**src/hw/rtl/bara_pkg.sv**
```systemverilog
// Package for the barometric altitude block: beat types, fixed-point constants
// and the logarithm and exponent tables. No dependencies.
`timescale 1ns / 1ps
`default_nettype none
package bara_pkg;

    localparam int FRAC_BITS   = 24;
    localparam int QB          = FRAC_BITS + 2;
    localparam int MW          = $clog2(QB);
    localparam int NORM_W      = QB + 30;
    localparam int CALC_STAGES = 11;
    localparam int LATENCY     = QB + CALC_STAGES + 2;
    localparam int QDEPTH      = 2;
    localparam int QPW         = $clog2(QDEPTH);
    localparam int QCW         = $clog2(QDEPTH + 1);

    localparam logic [18:0]   EXP_COEF  = 19'd199229;
    localparam logic [12:0]   T_OFFSET  = 13'd2730;
    localparam logic [10:0]   T_SCALE   = 11'd2000;
    localparam int            DIV13_SH  = 29;
    localparam longint        DIV13_M   = ((64'd1 << DIV13_SH) + 64'd12) / 64'd13;
    localparam logic [27:0]   H_OFFSET  = 28'd13631488;
    localparam logic [25:0]   F_OFFSET  = 26'd1048576;
    localparam logic [21:0]   ALT_LIMIT = 22'd2000000;

    typedef struct packed {
        logic [16:0]        pressure;
        logic signed [15:0] temperature;
        logic               sample_valid;
    } in_t;

    typedef struct packed {
        logic signed [21:0] altitude;
        logic [16:0]        pressure_out;
        logic signed [15:0] temperature_out;
        logic               valid_out;
    } out_t;

    typedef struct packed {
        in_t  smp;
        logic zero;
        logic ovf;
    } job_t;

    typedef enum logic [1:0] {
        REG_TEMP = 2'd0,
        REG_PRES = 2'd1,
        REG_ALT  = 2'd2
    } reg_idx_t;

    function automatic logic [16:0] log_tab(input logic [5:0] i);
        logic [16:0] v;
        case (i)
            6'd0:  v = 17'd0;
            6'd1:  v = 17'd2909;
            6'd2:  v = 17'd5732;
            6'd3:  v = 17'd8473;
            6'd4:  v = 17'd11136;
            6'd5:  v = 17'd13727;
            6'd6:  v = 17'd16248;
            6'd7:  v = 17'd18704;
            6'd8:  v = 17'd21098;
            6'd9:  v = 17'd23433;
            6'd10: v = 17'd25711;
            6'd11: v = 17'd27936;
            6'd12: v = 17'd30109;
            6'd13: v = 17'd32234;
            6'd14: v = 17'd34312;
            6'd15: v = 17'd36346;
            6'd16: v = 17'd38336;
            6'd17: v = 17'd40286;
            6'd18: v = 17'd42196;
            6'd19: v = 17'd44068;
            6'd20: v = 17'd45904;
            6'd21: v = 17'd47705;
            6'd22: v = 17'd49472;
            6'd23: v = 17'd51207;
            6'd24: v = 17'd52911;
            6'd25: v = 17'd54584;
            6'd26: v = 17'd56229;
            6'd27: v = 17'd57845;
            6'd28: v = 17'd59434;
            6'd29: v = 17'd60997;
            6'd30: v = 17'd62534;
            6'd31: v = 17'd64047;
            6'd32: v = 17'd65536;
            default: v = 17'd0;
        endcase
        return v;
    endfunction

    function automatic logic [17:0] exp_tab(input logic [5:0] i);
        logic [17:0] v;
        case (i)
            6'd0:  v = 18'd65536;
            6'd1:  v = 18'd66971;
            6'd2:  v = 18'd68438;
            6'd3:  v = 18'd69936;
            6'd4:  v = 18'd71468;
            6'd5:  v = 18'd73032;
            6'd6:  v = 18'd74632;
            6'd7:  v = 18'd76266;
            6'd8:  v = 18'd77936;
            6'd9:  v = 18'd79642;
            6'd10: v = 18'd81386;
            6'd11: v = 18'd83169;
            6'd12: v = 18'd84990;
            6'd13: v = 18'd86851;
            6'd14: v = 18'd88752;
            6'd15: v = 18'd90696;
            6'd16: v = 18'd92682;
            6'd17: v = 18'd94711;
            6'd18: v = 18'd96785;
            6'd19: v = 18'd98905;
            6'd20: v = 18'd101070;
            6'd21: v = 18'd103283;
            6'd22: v = 18'd105545;
            6'd23: v = 18'd107856;
            6'd24: v = 18'd110218;
            6'd25: v = 18'd112631;
            6'd26: v = 18'd115098;
            6'd27: v = 18'd117618;
            6'd28: v = 18'd120194;
            6'd29: v = 18'd122825;
            6'd30: v = 18'd125515;
            6'd31: v = 18'd128263;
            6'd32: v = 18'd131072;
            default: v = 18'd0;
        endcase
        return v;
    endfunction

endpackage
`default_nettype wire

```
**src/hw/rtl/bara_queue.sv**
```systemverilog
// Short queue between the front end and the arithmetic back end.
// Depends on bara_pkg.
`timescale 1ns / 1ps
`default_nettype none
module bara_queue (
    input  wire logic              clk,
    input  wire logic              rst_n,
    input  wire logic              push,
    input  wire bara_pkg::job_t    in_job,
    output logic                   room,
    output logic                   out_v,
    output bara_pkg::job_t         out_job
);
    import bara_pkg::*;

    job_t mem [QDEPTH];
    logic [QPW-1:0] wp_reg, wp_next, rp_reg, rp_next;
    logic [QCW-1:0] cnt_reg, cnt_next;
    logic pop, wr;

    always_comb
    begin
        pop      = (cnt_reg != '0);
        room     = (cnt_reg != QCW'(QDEPTH)) | pop;
        wr       = push & room;
        wp_next  = wr ? QPW'(wp_reg + 1'b1) : wp_reg;
        rp_next  = pop ? QPW'(rp_reg + 1'b1) : rp_reg;
        cnt_next = QCW'(cnt_reg + QCW'(wr) - QCW'(pop));
    end

    always_ff @(posedge clk or negedge rst_n)
    begin
        if (!rst_n)
        begin
            wp_reg  <= '0;
            rp_reg  <= '0;
            cnt_reg <= '0;
        end
        else
        begin
            wp_reg  <= wp_next;
            rp_reg  <= rp_next;
            cnt_reg <= cnt_next;
        end
    end

    always_ff @(posedge clk)
    begin
        if (wr)
            mem[wp_reg] <= in_job;
    end

    assign out_v   = pop;
    assign out_job = mem[rp_reg];
endmodule
`default_nettype wire

```
**config.mk**
```make
export PLATFORM = sky130hd
export DESIGN_NAME = bara_queue
export DESIGN_NICKNAME = d
export VERILOG_FILES = /design/src/hw/rtl/bara_pkg.sv /design/src/hw/rtl/bara_queue.sv
export SDC_FILE = /design/constraint.sdc
export NUM_CORES = 1
export LEC_CHECK = 0
export BUFFER_PORTS_ARGS = -buffer_cell sky130_fd_sc_hd__buf_2
export CORE_ASPECT_RATIO = 1.25
export CORE_MARGIN = 4
export CORE_UTILIZATION = 28
export DETAILED_ROUTE_END_ITERATION = 10
export SLEW_MARGIN = 20
export SYNTH_ARGS = -nofsm -noshare
export SYNTH_HDL_FRONTEND = slang
export SYNTH_SLANG_ARGS = --single-unit
```
**constraint.sdc**
```tcl
create_clock -name clk -period 4.2 [get_ports clk]
set_clock_uncertainty 0.2 [all_clocks]
set_input_delay 0.84 -clock clk [delete_from_list [all_inputs] [get_ports clk]]
set_output_delay 0.84 -clock clk [all_outputs]
set_load 0.02 [all_outputs]
```
# Yosys cells after proc, flatten, opt, wreduce, memory -nomap -nowiden
# Memory sizes are Yosys's and may differ from the RTL's.
# Index checks and enable logic that the tools add are counted.
dict set report totals {
  register_bits 4
  ramBits 72
  inputBits 39
  memories 1
}
# memory depth word_bits read_ports rd_clocked_by_memory_dff wr line_no
set mem_list {}
lappend mem_list {mem 2 36 1 0 1 bara_queue.sv:16} ;# job_t mem [QDEPTH];
dict set report op_classes {
  addsub 4
  eq_ne 1
  n_mux 2
  bitwise 2
  n_reduce_logical 1
}
# op n
set ops {}
lappend ops {{$add A1 B1 Y1 const B} 2}
lappend ops {{$add A2 B1 Y2} 1}
lappend ops {{$mux W1} 2}
lappend ops {{$ne A2 B2 Y1 const B} 1}
lappend ops {{$reduce_bool A2 Y1} 1}
lappend ops {{$sub A2 B1 Y2} 1}
lappend ops {{$and A1 B1 Y1} 1}
lappend ops {{$or A1 B1 Y1} 1}

# Longest topological paths before layout
dict set report depth {
  word_depth 5
  ltp_mapped 4
}

# Worst setup path after synthesis
# OpenSTA, ideal clock, no wires.
dict set report synth_path {
  path_type {input to register}
  startpoint {in push}
  endpoint {mem mem[0][0] in the netlist's numbering, enable pin}
  setup_ns 0.434
  t_arrival_ns 2.458
  required_ns 3.566
  path_slack_ns 1.108
  cell_stages 1
  path_buffers 0
  cell_sequence {nor2b_1}
}
dict set report synth_between {
  elab_chain_cells 3
}
# item line_no
set synth_lines {}
lappend synth_lines {{start: declaration} bara_queue.sv:8} ;# input wire logic push,
lappend synth_lines {{$and A1 B1 Y1} bara_queue.sv:25} ;# wr = push & room;
lappend synth_lines {{$mux W1} bara_queue.sv:49} ;# if (wr)
lappend synth_lines {{$mux W1 (implied by the code)} bara_queue.sv:50} ;# mem[wp_reg] <= in_job;
lappend synth_lines {{end: declaration} bara_queue.sv:16}
# No other way between the ends.

==> out/results.txt <==
Critical-path top delay cell: dfrtp_2
Endpoints failing setup: 0
I/O pin count: 77
Die H: 123 um
Avg Inst Size Synth: 22.8 um^2
Pre-CTS WS: 1.39 ns
Routability cong.: 0.626
Startpoint types: flop
Nets: 252
Clock share of power: 0.267
P_int: 1.85 mW
Max_slew headroom: 0.387
WP data arrival: 2.06 ns
Setup ws final: 1.10 ns
H-tree depth: 3
Final non-filler cell total: 345
Post-route setup TNS: 0 ns
Max-slew violations: 0
Max reg flops: 72
Initial Utilization: 0.289
Clock net sink count: 76
Max stage delay on crit path: 0.89 ns
Worst Tran Pin Value: 0.920 ns
Area Overhead vs Synth: 26.2%
Router iterations before antenna repair: 4
Congestion Overflow GR: 0
HPWL after DPL: 3.34 mm
Fmax: 0.323 GHz
Layout cells sized above 1: 0.583
Pin count of the biggest net entering global routing: 37
RSZ-0062 raised after global routing: no
Tot GR Track Use: 0.0839
Worst Hold Class: input pin to async pin
Routed Antenna Nets: 0
Fin area: 3710 um^2
Share of the yosys chip area belonging to registers: 0.770
CP required: 3.16 ns
DR iter-0 viols: 61
# DRC: 0
Multi-input logic area: 603 um^2
CTS tree: yes
Total number of vias: 1398
IO buf count: 75
Syn nets: 169
Cell Area, Synth: 2940 um^2
Sw frac: 0.297
Rows: 41
Maxcap violations: 0
#FFs+latches synth: 76
Hold Violations, Final: 0
Crit end category: primary output
Seq pwr share: 0.425
FF+latch area: 2260 um^2
Placed instance count: 330
CP Max Fanout: 27
Syn Inst Count: 129
# fillers: 974
Die area: 12200 um^2
Vias in the first global route: 1527
First-pass GRT wire length: 7.55 mm
Count of cell types in the netlist: 17
Hold Buf Count CTS: 0
Clk slew on worst S/H paths: 0.05 ns
Avg Vias per Cell: 4.05
WL/cell: 14.0 um
Worst skew pair latency: 0.32 ns
Initial antenna violation count: 0
Status: finished, final reports clean
Final WL: 4.85 mm
Crit path kind: flop to primary output
CTS Buffer Depth: 2
DP Area: 3430 um^2
Period utilization: 0.738
Core area: 10200 um^2
Tmin final: 3.10 ns
# diodes: 0
Post-CTS Repair Setup Buffers: 0
Num CTS Buffers: 9
Crit path cell chain: buf_4 -> mux2_4 -> buf_2
Root buffer cell: clkbuf_16
Worst hold margin: 0.114 ns
Number of synthesis warnings: 0
Die span in x: 99.6 um
Comb pwr share: 0.308
Post-CTS sizing: 0
Psw: 0.783 mW
LEAKAGE: 1.47 nW
PD cells: 711 nW/um^2
Worst vdd ir: 449 uV
==> synth_stat cells <==
library cell  instances  area [um^2]
mux2_2                7         78.8
mux2_4               29          435
inv_1                 1         3.75
nor2b_1               1         6.26
a21oi_1               1         5.00
xnor2_1               3         26.3
dfrtp_1               4          100
edfxtp_1             72         2160
buf_12                3         60.1
nor2_1                1         3.75
nor3b_1               1         7.51
ha_1                  1         12.5
xor2_1                1         8.76
and2_1                1         6.26
conb_1                1         3.75
buf_4                 1         7.51
buf_6                 1         11.3
==> final timing paths <==
path | endpoint | from | cells after the start | slack (ns)
worst max-delay path | out_job[6] | rp_reg | 3 | 1.10
worst min-delay path | cnt_reg[0] | rst_n | 1 | 0.11
worst min register to register | wp_reg | wp_reg | 1 | 0.34
max in group asynchronous | rp_reg | rst_n | 1 | 3.55
worst max register to register | mem[1][19] | wp_reg | 1 | 2.40
min in group clk | wp_reg | wp_reg | 1 | 0.34
==> area by class of cell <==
type | count | area share
clock inverter | 4 | 0.0111
timing repair buffer | 77 | 0.109
tap | 129 | 0.0435
inverter | 1 | 0.00101
clock buffer | 11 | 0.0628
sequential | 76 | 0.610
multi-input combinational | 47 | 0.163
==> cells by family (layout without fill, tap and decap cells) <==
kind of cell             Yosys count  count (layout)  synth area share
buffers and inverters              6              93            0.0281
AND/OR/NAND/NOR                    4               4           0.00809
adder cells (fa/ha/maj)            1               1           0.00426
AO/OA/AOI/OAI                      1               1           0.00170
XOR/XNOR                           4               4            0.0119
multiplexers                      36              36             0.175
flip-flops                        76              76             0.770
other                              1               1           0.00128
==> power by group through the flow <==
| stage | Sequential [mW] | Clock (mW) | Combinational [mW] |
|---|---|---|---|
| 6_report | 1.12 | 0.704 | 0.812 |
| 5_1_grt | 1.14 | 0.767 | 0.874 |
| 4_1_cts | 1.13 | 0.731 | 0.837 |
| 3_5_place_dp | 1.14 | 0 | 0.834 |
| 3_3_place_gp | 1.14 | 0 | 0.811 |
| 2_1_floorplan | 1.06 | 0 | 0.715 |
==> routing by layer <==
metal | global-route usage | vias to the layer above | routed length (um)
li1 | - | 665 | -
met1 | 0.0865 | 677 | 1820
met2 | 0.146 | 45 | 2620
met3 | 0.0301 | 11 | 306
met4 | 0.0487 | 0 | 104
met5 | 0 | - | 0
==> cells in the final DEF, fill, tap and decap left out <==
cell / count
nor2b_4: 1
dfrtp_2: 1
ha_1: 1
xor2_1: 1
conb_1: 1
clkbuf_16: 9
nor3b_1: 1
edfxtp_1: 72
mux2_4: 29
dfrtp_1: 3
clkbuf_1: 2
buf_12: 1
clkinv_1: 3
nor2_1: 1
a21oi_1: 1
bufinv_16: 1
buf_4: 1
xnor2_1: 3
mux2_2: 7
inv_1: 1
and2_2: 1
buf_2: 75
==> metrics by stage <==
stage,total power [mW],utilization
global placement,1.95,0.336
CTS,2.69,0.365
detailed placement,1.98,0.338
floorplan,1.78,-
global route,2.78,0.365
finish,2.64,0.365
==> worst max-delay path: cells and delay by family, from the launching register on <==
kind | cells | cell delay (ns)
buffers and inverters | 2 | 0.52
muxes | 1 | 0.32
DFF | 1 | 0.89
Note: power is estimated with default switching activity, not from simulation.
