<file path="config.mk">
export PLATFORM = sky130hd
export DESIGN_NAME = bara_front
export DESIGN_NICKNAME = d
export VERILOG_FILES = /design/src/hw/rtl/bara_pkg.sv /design/src/hw/rtl/bara_front.sv
export SDC_FILE = /design/constraint.sdc
export NUM_CORES = 1
export LEC_CHECK = 0
export ABC_AREA = 1
export BUFFER_PORTS_ARGS = -buffer_cell sky130_fd_sc_hd__buf_4
export CAP_MARGIN = 15
export CORE_ASPECT_RATIO = 0.6
export CORE_UTILIZATION = 47
export CTS_CLUSTER_SIZE = 25
export DETAILED_ROUTE_END_ITERATION = 10
export GPL_TIMING_DRIVEN = 1
export HOLD_SLACK_MARGIN = 0.15
export PLACE_DENSITY = 0.88
export SKIP_CTS_REPAIR_TIMING = 1
export SYNTH_ARGS = -nofsm -noshare
export SYNTH_HDL_FRONTEND = slang
export SYNTH_SLANG_ARGS = --single-unit
export TNS_END_PERCENT = 5
</file>
<file path="constraint.sdc">
create_clock -name clk -period 6.6 [get_ports clk]
set_input_delay 0.33 -clock clk [delete_from_list [all_inputs] [get_ports clk]]
set_output_delay 0.33 -clock clk [all_outputs]
set_load 0.01 [all_outputs]
</file>
<file path="src/hw/rtl/bara_pkg.sv">
// Package for the barometric altitude block: beat types, fixed-point constants
// and the logarithm and exponent tables. No dependencies.
`timescale 1ns / 1ps
`default_nettype none
package bara_pkg;

    localparam int FRAC_BITS   = 24;
    localparam int QB          = FRAC_BITS + 2;
    localparam int MW          = $clog2(QB);
    localparam int NORM_W      = QB + 30;
    localparam int CALC_STAGES = 11;
    localparam int LATENCY     = QB + CALC_STAGES + 2;
    localparam int QDEPTH      = 2;
    localparam int QPW         = $clog2(QDEPTH);
    localparam int QCW         = $clog2(QDEPTH + 1);

    localparam logic [18:0]   EXP_COEF  = 19'd199229;
    localparam logic [12:0]   T_OFFSET  = 13'd2730;
    localparam logic [10:0]   T_SCALE   = 11'd2000;
    localparam int            DIV13_SH  = 29;
    localparam longint        DIV13_M   = ((64'd1 << DIV13_SH) + 64'd12) / 64'd13;
    localparam logic [27:0]   H_OFFSET  = 28'd13631488;
    localparam logic [25:0]   F_OFFSET  = 26'd1048576;
    localparam logic [21:0]   ALT_LIMIT = 22'd2000000;

    typedef struct packed {
        logic [16:0]        pressure;
        logic signed [15:0] temperature;
        logic               sample_valid;
    } in_t;

    typedef struct packed {
        logic signed [21:0] altitude;
        logic [16:0]        pressure_out;
        logic signed [15:0] temperature_out;
        logic               valid_out;
    } out_t;

    typedef struct packed {
        in_t  smp;
        logic zero;
        logic ovf;
    } job_t;

    typedef enum logic [1:0] {
        REG_TEMP = 2'd0,
        REG_PRES = 2'd1,
        REG_ALT  = 2'd2
    } reg_idx_t;

    function automatic logic [16:0] log_tab(input logic [5:0] i);
        logic [16:0] v;
        case (i)
            6'd0:  v = 17'd0;
            6'd1:  v = 17'd2909;
            6'd2:  v = 17'd5732;
            6'd3:  v = 17'd8473;
            6'd4:  v = 17'd11136;
            6'd5:  v = 17'd13727;
            6'd6:  v = 17'd16248;
            6'd7:  v = 17'd18704;
            6'd8:  v = 17'd21098;
            6'd9:  v = 17'd23433;
            6'd10: v = 17'd25711;
            6'd11: v = 17'd27936;
            6'd12: v = 17'd30109;
            6'd13: v = 17'd32234;
            6'd14: v = 17'd34312;
            6'd15: v = 17'd36346;
            6'd16: v = 17'd38336;
            6'd17: v = 17'd40286;
            6'd18: v = 17'd42196;
            6'd19: v = 17'd44068;
            6'd20: v = 17'd45904;
            6'd21: v = 17'd47705;
            6'd22: v = 17'd49472;
            6'd23: v = 17'd51207;
            6'd24: v = 17'd52911;
            6'd25: v = 17'd54584;
            6'd26: v = 17'd56229;
            6'd27: v = 17'd57845;
            6'd28: v = 17'd59434;
            6'd29: v = 17'd60997;
            6'd30: v = 17'd62534;
            6'd31: v = 17'd64047;
            6'd32: v = 17'd65536;
            default: v = 17'd0;
        endcase
        return v;
    endfunction

    function automatic logic [17:0] exp_tab(input logic [5:0] i);
        logic [17:0] v;
        case (i)
            6'd0:  v = 18'd65536;
            6'd1:  v = 18'd66971;
            6'd2:  v = 18'd68438;
            6'd3:  v = 18'd69936;
            6'd4:  v = 18'd71468;
            6'd5:  v = 18'd73032;
            6'd6:  v = 18'd74632;
            6'd7:  v = 18'd76266;
            6'd8:  v = 18'd77936;
            6'd9:  v = 18'd79642;
            6'd10: v = 18'd81386;
            6'd11: v = 18'd83169;
            6'd12: v = 18'd84990;
            6'd13: v = 18'd86851;
            6'd14: v = 18'd88752;
            6'd15: v = 18'd90696;
            6'd16: v = 18'd92682;
            6'd17: v = 18'd94711;
            6'd18: v = 18'd96785;
            6'd19: v = 18'd98905;
            6'd20: v = 18'd101070;
            6'd21: v = 18'd103283;
            6'd22: v = 18'd105545;
            6'd23: v = 18'd107856;
            6'd24: v = 18'd110218;
            6'd25: v = 18'd112631;
            6'd26: v = 18'd115098;
            6'd27: v = 18'd117618;
            6'd28: v = 18'd120194;
            6'd29: v = 18'd122825;
            6'd30: v = 18'd125515;
            6'd31: v = 18'd128263;
            6'd32: v = 18'd131072;
            default: v = 18'd0;
        endcase
        return v;
    endfunction

endpackage
`default_nettype wire

</file>
<file path="src/hw/rtl/bara_front.sv">
// Front end: takes a sample beat, flags zero pressure and ratio overflow.
// Depends on bara_pkg.
`timescale 1ns / 1ps
`default_nettype none
module bara_front (
    input  wire logic              clk,
    input  wire logic              rst_n,
    input  wire logic              start,
    input  wire bara_pkg::in_t     sample,
    input  wire logic [16:0]       pres_base,
    input  wire logic              room,
    output logic                   busy,
    output logic                   push,
    output bara_pkg::job_t         job
);
    import bara_pkg::*;

    logic v_reg, v_next;
    job_t job_reg, job_next;
    logic accept;

    always_comb
    begin
        busy     = v_reg & ~room;
        accept   = start & ~busy;
        v_next   = accept | (v_reg & ~room);
        job_next = job_reg;
        if (accept)
        begin
            job_next.smp  = sample;
            job_next.zero = (sample.pressure == 17'd0);
            job_next.ovf  = ({2'b00, sample.pressure} >= {pres_base, 2'b00});
        end
    end

    always_ff @(posedge clk or negedge rst_n)
    begin
        if (!rst_n)
            v_reg <= 1'b0;
        else
            v_reg <= v_next;
    end

    always_ff @(posedge clk)
    begin
        job_reg <= job_next;
    end

    assign push = v_reg;
    assign job  = job_reg;
endmodule
`default_nettype wire

</file>
=== After elaboration in Yosys (flattened, before gate mapping) ===
Index checks and enable logic that the tools add are counted.

* Register bits: 37
* Latch bits: 0
* RAM bits: 0
* Memory bits (read-only): 0
* Bits of input ports: 55
* Output and inout port bits: 38
* Logic and storage cells: 13
* Memories kept: 0

* Add/sub/neg operators: 0
* Multiply operators: 0
* Divide/modulo/power cells: 0
* Order comparisons: 1
* Eq/ne operators: 0
* Shift operators: 0
* Multiplexer cells: 0
* Bitwise logic cells: 5
* Reduce and logical (&&, ||, !) cells: 1

{| class="wikitable"
|+ Operator list
! cell !! number
|-
| $ge A17 B19 Y1 || 1
|-
| $logic_not A17 Y1 || 1
|-
| $and A1 B1 Y1 || 2
|-
| $not A1 Y1 || 2
|-
| $or A1 B1 Y1 || 1
|}

=== Logic depth before layout (Yosys ltp) ===
* Depth in word-level cells: 5
* Gate-level depth with buffers: 10
* Gate-level depth less buffers: 10

=== Worst setup path before layout ===
OpenSTA, ideal clock, no wires.

* Path type: register to register
* Start point: register v_reg, in the netlist push
* End point: register job_reg (netlist bit job[0]) (enable)
* Setup time: 0.429 ns
* Arrival: 2.071 ns
* Required time: 6.171 ns
* Setup slack: 4.100 ns
* Stages on the path, launching flop included: 4
* Period minus slack after synthesis: 2.500 ns
* Cell sequence: dfrtp_1 > inv_1 > nor2_1 > nor2_1

* Word-level cells in the longest chain between the ends: 3

{| class="wikitable"
|+ RTL lines
! item !! RTL line !! RTL
|-
| start, declared || bara_front.sv:18 || <nowiki>logic v_reg, v_next;</nowiki>
|-
| start signal, assigned || bara_front.sv:41 || <nowiki>v_reg <= v_next;</nowiki>
|-
| $and A1 B1 Y1 || bara_front.sv:24 || <nowiki>busy = v_reg & ~room;</nowiki>
|-
| via busy || bara_front.sv:12 || <nowiki>output logic busy,</nowiki>
|-
| $not A1 Y1 || bara_front.sv:25 || <nowiki>accept = start & ~busy;</nowiki>
|-
| $and A1 B1 Y1 || bara_front.sv:25 ||
|-
| via accept || bara_front.sv:20 || <nowiki>logic accept;</nowiki>
|-
| end signal, assigned || bara_front.sv:46 || <nowiki>job_reg <= job_next;</nowiki>
|-
| end, declared || bara_front.sv:19 || <nowiki>job_t job_reg, job_next;</nowiki>
|}

The timed path passes the listed nets, and every way through them passes these cells.
A chain may end at the register's enable or synchronous reset.

=== Final worst setup path ===
* Start point: register v_reg, in the netlist push
* End point: register job_reg (netlist bit job[5]) (enable)

* Word-level cells in the longest chain between the ends: 3

{| class="wikitable"
|+ RTL lines
! item !! RTL line
|-
| $and A1 B1 Y1 || bara_front.sv:24
|-
| $not A1 Y1 || bara_front.sv:25
|-
| $and A1 B1 Y1 || bara_front.sv:25
|-
| via accept || bara_front.sv:20
|}

The timed path passes the listed nets, and every way through them passes these cells.

==> out/results.ini <==
[cts]
worstSkewPairLatency_ns=0.29
tritoncts.num_buffers=5
clockRootBuffer=clkbuf_8
cts.path.max_buffers=2
cts_tree=done
clock-sinks=37
clk_pin_slew_ns=0.08
cts_max_level=2

[cells_and_area]
synthToLayoutAreaGrowth_pct=54.3
multi_input_area_um2=453
layout_commonest_cell=buf_4
num_antenna_cells=0
largest_register_ffs=36
drive_gt1_share_pct=45.1
seqCellArea_um2=1110
fill_cells=228
most-common-layout-cells=buf_4, edfxtp_1, inv_1, nand2_1, ha_1
fin_nets=306

[power_and_ir_drop]
p_comb_share_pct=14.3
sw_frac_of_total_pct=21.0
powerDensity_nw_per_um2=233
power_frac_seq_pct=46.4
power_leakage_nw=1.25
p_sw_uw=125
p_clk_share_pct=39.3
intPower_uw=471
ir_drop_mv=0.168

[die]
io_pins=93
initial_utilization_pct=50.3
dieArea_um2=3780
die_x_um=78.7
rows=16
die_h_um=48.0
core_area_um2=3300

[min_path]
holdPathStages=1
min_path_type=in2reg

[sta]
finClkSkew_ns=0.00428
tns_ns=0
setup_violations=0
max_freq_ghz=0.615
rsz0062_at_grt=no
tightest_slew_ns=0.960
hold_violations=0
slew_headroom_pct=35.9
finalCriticalPeriod_ns=1.63
period_share_pct=24.6
finalMaxSlewViolations=0
hold_slack_ns=0.215

[worst_setup_path]
crit_arrival_ns=1.54
crit_path_end_kind=flop
cp-start-kind=flop
worstPathRequired_ns=6.51
criticalPathCategory=reg2reg
r2r_cells=3
path_max_fanout=36

[yosys]
synth.distinct_cells=17
ys_ff_latch=37
yosysWarnings=0
syn-cell-area_um2=1660
syn_inst=136
seq_area_frac_synth_pct=66.6
syn_nets=206
avgSynthCellArea_um2=12.2

[global_route]
grt_pass1_wl_mm=4.84
antenna_found_initial=0
overflow=0
grt_max_degree=37
grt_pass1_vias=1125
track_usage_pct=18.2

[route]
viasPerCell=4.51
dr.pass1.iters=4
wl_per_cell_um=12.0
drt_iter0_drc=63
routed_wl_mm=3.38
drtAntennaViolNets=0
post-route-drc-count=0
num_vias=1271

[placement]
hpwl_mm=2.68
port_buffers=92
place_congestion=0.723

[run]
maxCapViolations=0

[status]
status=finished, final reports clean

[metrics by stage]
step	power [mW]	cell area [um2]	worst slack, ns	util (%)	std cells
5_1_grt	0.622	2560	4.83	77.6	282
3_5_place_dp	0.368	2410	4.94	73.1	273
3_3_place_gp	0.365	2410	5.00	73.1	273
4_1_cts	0.602	2550	4.94	77.3	281
2_1_floorplan	0.315	1660	4.10	-	136
6_report	0.596	2560	4.97	77.6	282
[routing by layer]
| metal | global-route usage (%) | wire [um] |
|---|---|---|
| met3 | 6.29 | 278 |
| met5 | 0 | 0 |
| met4 | 6.67 | 32 |
| met2 | 30.8 | 1590 |
| met1 | 22.6 | 1480 |
[synthesized netlist by cell type]
library cell  number  share of area (%)
o21ai_0            1               0.30
nor2_2             2               0.75
a21oi_1            4                1.2
a21o_1             1               0.45
nand3_2            2                1.2
nand3_1            3               0.90
nand2_2            1               0.38
nor3_1             3               0.90
nor2_4             1               0.68
edfxtp_1          36                 65
nor4_1             2               0.75
inv_1             29                6.6
dfrtp_1            1                1.5
ha_1              15                 11
nand2_1           22                5.0
o21ai_1            1               0.30
nor2_1            12                2.7
[final cells by class]
class / instances / share of cell area (%)
Clock buffer: 5 / 2.69
Clock inverter: 3 / 2.69
Inverter: 29 / 4.25
Multi-Input combinational cell: 70 / 17.7
Sequential cell: 37 / 43.2
Tap cell: 45 / 2.20
Timing Repair Buffer: 93 / 27.3
[power groups by stage]
stage | sequential [mW] | combinational, mW | clock, mW
global route | 0.278 | 0.0948 | 0.249
finish | 0.277 | 0.0852 | 0.234
global placement | 0.282 | 0.0835 | 0
floorplan | 0.289 | 0.0263 | 0
CTS | 0.277 | 0.0860 | 0.239
detailed placement | 0.282 | 0.0856 | 0
[cells by family after synthesis]
group                    share of synthesized area [%]
adder cells (fa/ha/maj)                           11.3
flip-flops                                        66.6
AND/OR/NAND/NOR                                   13.3
buffers and inverters                             6.56
AO/OA/AOI/OAI                                     2.26
[final timing paths]
kind / to / slack [ns] / startpoint
max: job[5]$_DFFE_PP_ / 4.97 / push$_DFF_PN0_
min: job[16]$_DFFE_PP_ / 0.22 / sample[14]
max reg2reg: job[5]$_DFFE_PP_ / 4.97 / push$_DFF_PN0_
min reg2reg: push$_DFF_PN0_ / 0.58 / push$_DFF_PN0_
max in group asynchronous: push$_DFF_PN0_ / 6.16 / rst_n
min in group asynchronous: push$_DFF_PN0_ / 0.36 / rst_n
[critical path: stages (launching register included)]
cell,delay [ns]
dfrtp_1,0.38
inv_1,0.07
nor2_1,0.07
nor2_4,0.73
Note: power is estimated with default switching activity, not from simulation.
