$ cat config.mk
export PLATFORM = sky130hd
export DESIGN_NAME = bara_div
export DESIGN_NICKNAME = d
export VERILOG_FILES = /design/src/hw/rtl/bara_pkg.sv /design/src/hw/rtl/bara_div.sv
export SDC_FILE = /design/constraint.sdc
export NUM_CORES = 2
export LEC_CHECK = 0
export BUFFER_PORTS_ARGS = -buffer_cell sky130_fd_sc_hd__buf_2
export CAP_MARGIN = 40
export CORE_ASPECT_RATIO = 0.7
export CORE_MARGIN = 2
export CORE_UTILIZATION = 45
export CTS_CLUSTER_SIZE = 20
export DETAILED_ROUTE_END_ITERATION = 10
export PLACE_DENSITY = 0.65
export SLEW_MARGIN = 20
export SYNTH_ARGS = -nofsm -noshare
export SYNTH_HDL_FRONTEND = slang
export SYNTH_SLANG_ARGS = --single-unit
export TNS_END_PERCENT = 1
$ cat constraint.sdc
create_clock -name clk -period 2.6 [get_ports clk]
set_input_delay 0.52 -clock clk [delete_from_list [all_inputs] [get_ports clk]]
set_output_delay 0.52 -clock clk [all_outputs]
set_load 0.02 [all_outputs]
$ cat src/hw/rtl/bara_pkg.sv
// Package for the barometric altitude block: beat types, fixed-point constants
// and the logarithm and exponent tables. No dependencies.
`timescale 1ns / 1ps
`default_nettype none
package bara_pkg;

    localparam int FRAC_BITS   = 24;
    localparam int QB          = FRAC_BITS + 2;
    localparam int MW          = $clog2(QB);
    localparam int NORM_W      = QB + 30;
    localparam int CALC_STAGES = 11;
    localparam int LATENCY     = QB + CALC_STAGES + 2;
    localparam int QDEPTH      = 2;
    localparam int QPW         = $clog2(QDEPTH);
    localparam int QCW         = $clog2(QDEPTH + 1);

    localparam logic [18:0]   EXP_COEF  = 19'd199229;
    localparam logic [12:0]   T_OFFSET  = 13'd2730;
    localparam logic [10:0]   T_SCALE   = 11'd2000;
    localparam int            DIV13_SH  = 29;
    localparam longint        DIV13_M   = ((64'd1 << DIV13_SH) + 64'd12) / 64'd13;
    localparam logic [27:0]   H_OFFSET  = 28'd13631488;
    localparam logic [25:0]   F_OFFSET  = 26'd1048576;
    localparam logic [21:0]   ALT_LIMIT = 22'd2000000;

    typedef struct packed {
        logic [16:0]        pressure;
        logic signed [15:0] temperature;
        logic               sample_valid;
    } in_t;

    typedef struct packed {
        logic signed [21:0] altitude;
        logic [16:0]        pressure_out;
        logic signed [15:0] temperature_out;
        logic               valid_out;
    } out_t;

    typedef struct packed {
        in_t  smp;
        logic zero;
        logic ovf;
    } job_t;

    typedef enum logic [1:0] {
        REG_TEMP = 2'd0,
        REG_PRES = 2'd1,
        REG_ALT  = 2'd2
    } reg_idx_t;

    function automatic logic [16:0] log_tab(input logic [5:0] i);
        logic [16:0] v;
        case (i)
            6'd0:  v = 17'd0;
            6'd1:  v = 17'd2909;
            6'd2:  v = 17'd5732;
            6'd3:  v = 17'd8473;
            6'd4:  v = 17'd11136;
            6'd5:  v = 17'd13727;
            6'd6:  v = 17'd16248;
            6'd7:  v = 17'd18704;
            6'd8:  v = 17'd21098;
            6'd9:  v = 17'd23433;
            6'd10: v = 17'd25711;
            6'd11: v = 17'd27936;
            6'd12: v = 17'd30109;
            6'd13: v = 17'd32234;
            6'd14: v = 17'd34312;
            6'd15: v = 17'd36346;
            6'd16: v = 17'd38336;
            6'd17: v = 17'd40286;
            6'd18: v = 17'd42196;
            6'd19: v = 17'd44068;
            6'd20: v = 17'd45904;
            6'd21: v = 17'd47705;
            6'd22: v = 17'd49472;
            6'd23: v = 17'd51207;
            6'd24: v = 17'd52911;
            6'd25: v = 17'd54584;
            6'd26: v = 17'd56229;
            6'd27: v = 17'd57845;
            6'd28: v = 17'd59434;
            6'd29: v = 17'd60997;
            6'd30: v = 17'd62534;
            6'd31: v = 17'd64047;
            6'd32: v = 17'd65536;
            default: v = 17'd0;
        endcase
        return v;
    endfunction

    function automatic logic [17:0] exp_tab(input logic [5:0] i);
        logic [17:0] v;
        case (i)
            6'd0:  v = 18'd65536;
            6'd1:  v = 18'd66971;
            6'd2:  v = 18'd68438;
            6'd3:  v = 18'd69936;
            6'd4:  v = 18'd71468;
            6'd5:  v = 18'd73032;
            6'd6:  v = 18'd74632;
            6'd7:  v = 18'd76266;
            6'd8:  v = 18'd77936;
            6'd9:  v = 18'd79642;
            6'd10: v = 18'd81386;
            6'd11: v = 18'd83169;
            6'd12: v = 18'd84990;
            6'd13: v = 18'd86851;
            6'd14: v = 18'd88752;
            6'd15: v = 18'd90696;
            6'd16: v = 18'd92682;
            6'd17: v = 18'd94711;
            6'd18: v = 18'd96785;
            6'd19: v = 18'd98905;
            6'd20: v = 18'd101070;
            6'd21: v = 18'd103283;
            6'd22: v = 18'd105545;
            6'd23: v = 18'd107856;
            6'd24: v = 18'd110218;
            6'd25: v = 18'd112631;
            6'd26: v = 18'd115098;
            6'd27: v = 18'd117618;
            6'd28: v = 18'd120194;
            6'd29: v = 18'd122825;
            6'd30: v = 18'd125515;
            6'd31: v = 18'd128263;
            6'd32: v = 18'd131072;
            default: v = 18'd0;
        endcase
        return v;
    endfunction

endpackage
`default_nettype wire

$ cat src/hw/rtl/bara_div.sv
// Pipelined restoring divider forming the pressure ratio, one quotient bit a stage.
// Depends on bara_pkg.
`timescale 1ns / 1ps
`default_nettype none
module bara_div (
    input  wire logic              clk,
    input  wire logic              rst_n,
    input  wire logic              in_v,
    input  wire bara_pkg::job_t    in_job,
    input  wire logic [16:0]       pres_base,
    output logic                   out_v,
    output bara_pkg::job_t         out_job,
    output logic [bara_pkg::QB-1:0] out_ratio
);
    import bara_pkg::*;

    logic          v_reg   [QB];
    job_t          job_reg [QB];
    logic [16:0]   r_reg   [QB];
    logic [QB-1:0] q_reg   [QB];

    logic          cv   [QB];
    job_t          cjob [QB];
    logic [16:0]   cr   [QB];
    logic [QB-1:0] cq   [QB];
    logic          nb   [QB];
    logic [16:0]   nr   [QB];
    logic [QB-1:0] nq   [QB];

    genvar s;
    generate
        for (s = 0; s < QB; s++)
        begin : g_stage
            logic [17:0] t;
            logic        ge;

            if (s == 0)
            begin : g_first
                assign cv[s]   = in_v;
                assign cjob[s] = in_job;
                assign cr[s]   = in_job.smp.pressure >> (QB - FRAC_BITS);
                assign cq[s]   = '0;
            end
            else
            begin : g_next
                assign cv[s]   = v_reg[s-1];
                assign cjob[s] = job_reg[s-1];
                assign cr[s]   = r_reg[s-1];
                assign cq[s]   = q_reg[s-1];
            end

            if (QB - 1 - s >= FRAC_BITS)
            begin : g_nbit
                assign nb[s] = cjob[s].smp.pressure[QB - 1 - s - FRAC_BITS];
            end
            else
            begin : g_zbit
                assign nb[s] = 1'b0;
            end

            always_comb
            begin
                t     = {cr[s], nb[s]};
                ge    = (t >= {1'b0, pres_base});
                nr[s] = ge ? 17'(t - {1'b0, pres_base}) : t[16:0];
                nq[s] = {cq[s][QB-2:0], ge};
            end

            always_ff @(posedge clk or negedge rst_n)
            begin
                if (!rst_n)
                    v_reg[s] <= 1'b0;
                else
                    v_reg[s] <= cv[s];
            end

            always_ff @(posedge clk)
            begin
                job_reg[s] <= cjob[s];
                r_reg[s]   <= nr[s];
                q_reg[s]   <= nq[s];
            end
        end
    endgenerate

    always_comb
    begin
        out_v   = v_reg[QB-1];
        out_job = job_reg[QB-1];
        if (job_reg[QB-1].zero)
            out_ratio = '0;
        else if (job_reg[QB-1].ovf)
            out_ratio = '1;
        else
            out_ratio = q_reg[QB-1];
    end
endmodule
`default_nettype wire

# After elaboration in Yosys (flattened, before gate mapping)
# Memories as Yosys holds them, arrays and structs flattened.
# Index checks and enable logic that the tools add are counted.
dict set report op_classes {
  addsub 26
  n_lt_le_gt_ge 26
  mux 28
}
# cell n
set op_table {}
lappend op_table {{$ge A18 B17 Y1} 25}
lappend op_table {{$mux W17} 26}
lappend op_table {{$sub A17 B17 Y17} 25}
lappend op_table {{$mux W26} 2}
lappend op_table {{$ge A16 B17 Y1} 1}
lappend op_table {{$sub A16 B17 Y17} 1}
dict set report word_totals {
  regBits 26
  mem_bits_rw 2054
  out_inout_bits 63
  n_memories 3
}
# memory words word_bits read_ports rd_clocked_by_memory_dff wr line
set memory_table {}
lappend memory_table {job_reg 26 36 26 0 26 bara_div.sv:18} ;# job_t job_reg [QB];
lappend memory_table {q_reg 26 26 26 0 26 bara_div.sv:20} ;# logic [QB-1:0] q_reg [QB];
lappend memory_table {r_reg 26 17 25 0 26 bara_div.sv:19} ;# logic [16:0] r_reg [QB];

# Logic depth before layout (Yosys ltp)
# An unclocked memory read counts as a cell.
dict set report depth {
  ltp_word 3
  depth_mapped 13
}

# Least setup slack after synthesis
# Ideal clock, no wire load.
dict set report synth_path {
  path_kind {in2reg}
  start {input port pres_base[2]}
  end {memory r_reg[13][9] (netlist: r_reg[0][230])}
  setup_ps 121
  t_arrival_ps 3470
  required_ps 2479
  setup_slack_ps -991
  path_stages 10
  path_buffers 1
  cell_sequence {inv_1 > ha_1 > nor2b_1 > o31a_1 > or3_4 > a21oi_4 > a21oi_2 > a2111oi_4 > buf_6 > mux2_2}
}
# element line
set synth_lines {}
lappend synth_lines {{from (decl)} bara_div.sv:10} ;# input wire logic [16:0] pres_base,
lappend synth_lines {{to (decl)} bara_div.sv:19}

==> qor.txt <==
POWER AND IR DROP
------------------------------------------------------------------------------------------------------
Power Density                                                                             1380 nW/um^2
Leak pwr                                                                                     0.0350 uW
Worst vdd rail ir drop                                                                          810 uV

GRT
------------------------------------------------------------------------------------------------------
Maximum number of pins on one net before global-route repair                                        35
Aggregate global routing overflow                                                                    0
Initial antenna violation count                                                                      2
Number of global-route vias before repair                                                        40.6k
Combined global-route utilization of all metal layers                                            19.8%
Global-route wire length before repair                                                          215 mm

FINISH
------------------------------------------------------------------------------------------------------
Non-Filler Instances                                                                             8,543
Leading cell types in the layout, fill and taps excluded                                  sky130_fd_sc_hd__dfxtp_1 (1,700), sky130_fd_sc_hd__buf_4 (1,095), sky130_fd_sc_hd__ha_1 (432)
Area Overhead vs Synth                                                                           30.9%
Post-layout nets                                                                                 7,190
Total inserted antenna cells                                                                         0
Largest register FFs                                                                               936
Leading cell type in the layout, fill and taps excluded                                   sky130_fd_sc_hd__dfxtp_1
Core occupancy in the finished layout                                                            59.4%
Fraction of final layout cells with drive strength greater than 1                                27.7%
Number of inserted filler cells in the final layout                                              10.6k

DRT
------------------------------------------------------------------------------------------------------
Number of iterations in the first detailed-routing pass                                              8
Met3 WL                                                                                        7.20 mm
Met2 wire len                                                                                  55.4 mm
Initial detailed-routing violation count                                                         2,742
Routed length per placed instance                                                              15.8 um
Final ANT Viol Nets                                                                                  0
DRC errors left                                                                                      9
Vias per Instance                                                                                 4.90
WL final                                                                                        135 mm
M1 WL                                                                                          69.2 mm
Detailed-route via count                                                                         41.9k
Max layer used                                                                                    met4

LOGIC SYNTHESIS
------------------------------------------------------------------------------------------------------
Area share of the largest cell type after synthesis                                              57.6%
Cell count after synthesis                                                                       5,288
Post-synthesis instance area                                                               59,500 um^2
Number of nets in the synthesized netlist                                                        5,809
Average cell area after synthesis                                                            11.3 um^2
Share of flip-flops with an asynchronous set or reset after synthesis                            1.50%
Count of flip-flops with a built-in enable after synthesis                                           0
Sequential element share of the synthesized area                                                 58.7%
YS warnings                                                                                          0
#FFs+latches synth                                                                               1,738
Count of unique library cells instantiated by Yosys                                                 85
Post-synthesis cell type with the largest combined area                                   sky130_fd_sc_hd__dfxtp_1
Most area-consuming cells after synthesis                                                 sky130_fd_sc_hd__dfxtp_1 (58%), sky130_fd_sc_hd__ha_1 (9.2%), sky130_fd_sc_hd__mux2_2 (3.2%)
Primary FF master, synth                                                                  sky130_fd_sc_hd__dfxtp_1

CRITICAL PATH
------------------------------------------------------------------------------------------------------
Element type at the critical path start                                                     input port
Critical register-to-register path endpoint                                               r_reg[0][126]
Kind of capture point of the worst setup path                                                     flop
Peak fanout along the critical path                                                                 14
Arrival time worst endpoint                                                                    3.33 ns
Source of the critical timing path                                                        pres_base[2]
R2R Path Start                                                                            r_reg[0][102]
Required time of the critical path                                                             3.26 ns
Startpoint-to-endpoint class of the critical path                                            in -> reg
End point of the critical path                                                            r_reg[0][172]
Reg-to-reg setup timing slack                                                                 -0.04 ns
Number of cell instances on the worst register-to-register path                                     12

HOLD PATH
------------------------------------------------------------------------------------------------------
Type of the tightest min-delay check                                                         in -> reg

CTS
------------------------------------------------------------------------------------------------------
Number of sinks driven by the clock tree                                                         1,738
CTS max path bufs                                                                                    3
Worst-Skew Late Latency                                                                        0.79 ns
Number of buffers added by the clock tree synthesis step                                           152
Depth of the CTS H-tree                                                                              4
Root Buffer Master                                                                        sky130_fd_sc_hd__clkbuf_16
Clock transition at the register clock pins on the worst setup and hold paths after CTS        0.06 ns
CTS tree                                                                                         built

PLACEMENT
------------------------------------------------------------------------------------------------------
Detailed Place HPWL                                                                            97.7 mm
Routability-driven placement congestion ratio                                                    0.924
Worst setup slack before clock tree synthesis                                                -0.942 ns
Number of buffers inserted by port buffering                                                       118
Placed Cells incl. Taps                                                                          8,209

FLOORPLAN
------------------------------------------------------------------------------------------------------
Total Die Area                                                                            135,000 um^2
Width of the die                                                                                439 um
Die Ht                                                                                          308 um
I/O Pins                                                                                           119
Row count                                                                                          111
Starting density of the core                                                                     45.4%
Area of the placeable core                                                                131,000 um^2

TIMING
------------------------------------------------------------------------------------------------------
Hold violation total from the final report                                                           0
Unrepaired setup endpoints after global routing                                                    yes
Final worst-path setup slack                                                                -0.0718 ns
Max Clock Freq                                                                                 374 MHz
Final-layout worst hold slack                                                                 0.203 ns
Worst-margin pin slew                                                                         0.595 ns
Setup-failing EPs final                                                                             31
Minimum clock period                                                                           2.67 ns
Final worst-path cycle share                                                                      103%
Final worst clock skew                                                                       0.0472 ns
Worst slew margin relative to its limit                                                          59.9%
Number of max-slew violations in the final report                                                    0

STATUS
------------------------------------------------------------------------------------------------------
Violated checks                                                                           design-rule violations, negative setup slack
Run status                                                                                complete, but fails checks

RUN
------------------------------------------------------------------------------------------------------
MaxCap Viol Count                                                                                    0

[metal layers]
metal / vias to the layer above / GRT usage [%]
met2: 915 / 29.1
met3: 213 / 3.49
met4: 0 / 6.60
met5: - / 0
met1: 19400 / 29.1
li1: 21400 / -
[critical path: stages]
cell and delay (ns):
sky130_fd_sc_hd__buf_2 0.11, sky130_fd_sc_hd__clkinvlp_4 0.15, sky130_fd_sc_hd__buf_12 0.20, sky130_fd_sc_hd__buf_4 0.19, sky130_fd_sc_hd__ha_4 0.24, sky130_fd_sc_hd__nor2b_1 0.12, sky130_fd_sc_hd__o21ai_0 0.17, sky130_fd_sc_hd__nand2b_1 0.10
sky130_fd_sc_hd__o21ai_0 0.20, sky130_fd_sc_hd__a211oi_1 0.15, sky130_fd_sc_hd__o2111a_1 0.29, sky130_fd_sc_hd__nor4_4 0.35, sky130_fd_sc_hd__buf_12 0.20, sky130_fd_sc_hd__mux2_2 0.34
[final cells by class]
| class | instances | area, um^2 | area share, % |
|---|---|---|---|
| clock inverters | 71 | 1090 | 1.40 |
| multi-input cells | 3318 | 24400 | 31.3 |
| inverters | 143 | 563 | 0.722 |
| repair buffers | 1316 | 10400 | 13.3 |
| clock buffers | 206 | 4400 | 5.65 |
| well taps | 1751 | 2190 | 2.81 |
| flip-flops and latches | 1738 | 34900 | 44.8 |
[logic make-up after synthesis]
kind of cell / count (synthesis) / share of synthesized area [%]
simple gates: 1110 / 8.73
mux: 191 / 3.57
buf+inv: 232 / 1.51
xor+xnor: 291 / 4.28
fa+ha+maj: 465 / 10.1
flops: 1738 / 58.7
compound gates: 1261 / 13.1
[power breakdown]
group / leakage [uW] / internal (uW) / switching (uW)
Clock: 0.00268 / 13700 / 10200
Sequential: 0.0147 / 33600 / 3340
Combinational: 0.0176 / 24800 / 21900
[synthesized netlist by cell type (25+ instances only)]
cell type                  number
sky130_fd_sc_hd__ha_1         440
sky130_fd_sc_hd__nand2_1      330
sky130_fd_sc_hd__dfxtp_1     1712
sky130_fd_sc_hd__clkbuf_1      76
sky130_fd_sc_hd__nor2b_1       58
sky130_fd_sc_hd__a21o_1       121
sky130_fd_sc_hd__xnor2_1      158
sky130_fd_sc_hd__nand4_1       44
sky130_fd_sc_hd__nor2_1       350
sky130_fd_sc_hd__a21oi_1      350
sky130_fd_sc_hd__o211ai_1      28
sky130_fd_sc_hd__o31ai_1       28
sky130_fd_sc_hd__inv_1        142
sky130_fd_sc_hd__nand2b_1      78
sky130_fd_sc_hd__a31oi_1       45
sky130_fd_sc_hd__a211oi_1      29
sky130_fd_sc_hd__o21ai_0      374
sky130_fd_sc_hd__o21a_1        83
sky130_fd_sc_hd__nand3_1       58
sky130_fd_sc_hd__o31a_1        28
sky130_fd_sc_hd__nor3_1        61
sky130_fd_sc_hd__xor2_1       133
sky130_fd_sc_hd__fa_1          25
sky130_fd_sc_hd__mux2_2       170
sky130_fd_sc_hd__dfrtp_1       26
[worst min path at each step]
stage,startpoint,endpoint,slack (ns),cells past startpoint
floorplan,rst_n,cv[0],0.22,0
global placement,job_reg[0][406],job_reg[0][442],0.31,0
detailed placement,job_reg[0][135],job_reg[0][171],0.31,0
CTS,pres_base[0],r_reg[0][85],0.14,3
global route,pres_base[0],r_reg[0][85],0.19,3
finish,pres_base[0],r_reg[0][85],0.20,3
[metrics by stage]
| stage | power (uW) | instance area, um^2 | TNS, ns |
|---|---|---|---|
| after floorplan | 63000 | 59600 | -221.79 |
| after detailed placement | 81800 | 71300 | -301.82 |
| after global routing | 115000 | 77900 | -6.38 |
| after global placement | 80900 | 71300 | -287.02 |
| final | 107000 | 77900 | -1.25 |
| after CTS | 107000 | 77400 | -1.88 |
[timing repair]
item | CTS | global route
endpoints found under the hold margin | 73 | 0
buffers inserted | 10 | 4
hold buffers | 39 | 0
gates cloned | 1 | 3
gates resized for setup | 52 | 139
pin swaps | 12 | 25
endpoints found under the setup margin | 161 | 335
Power figures use the tool's default switching activity.
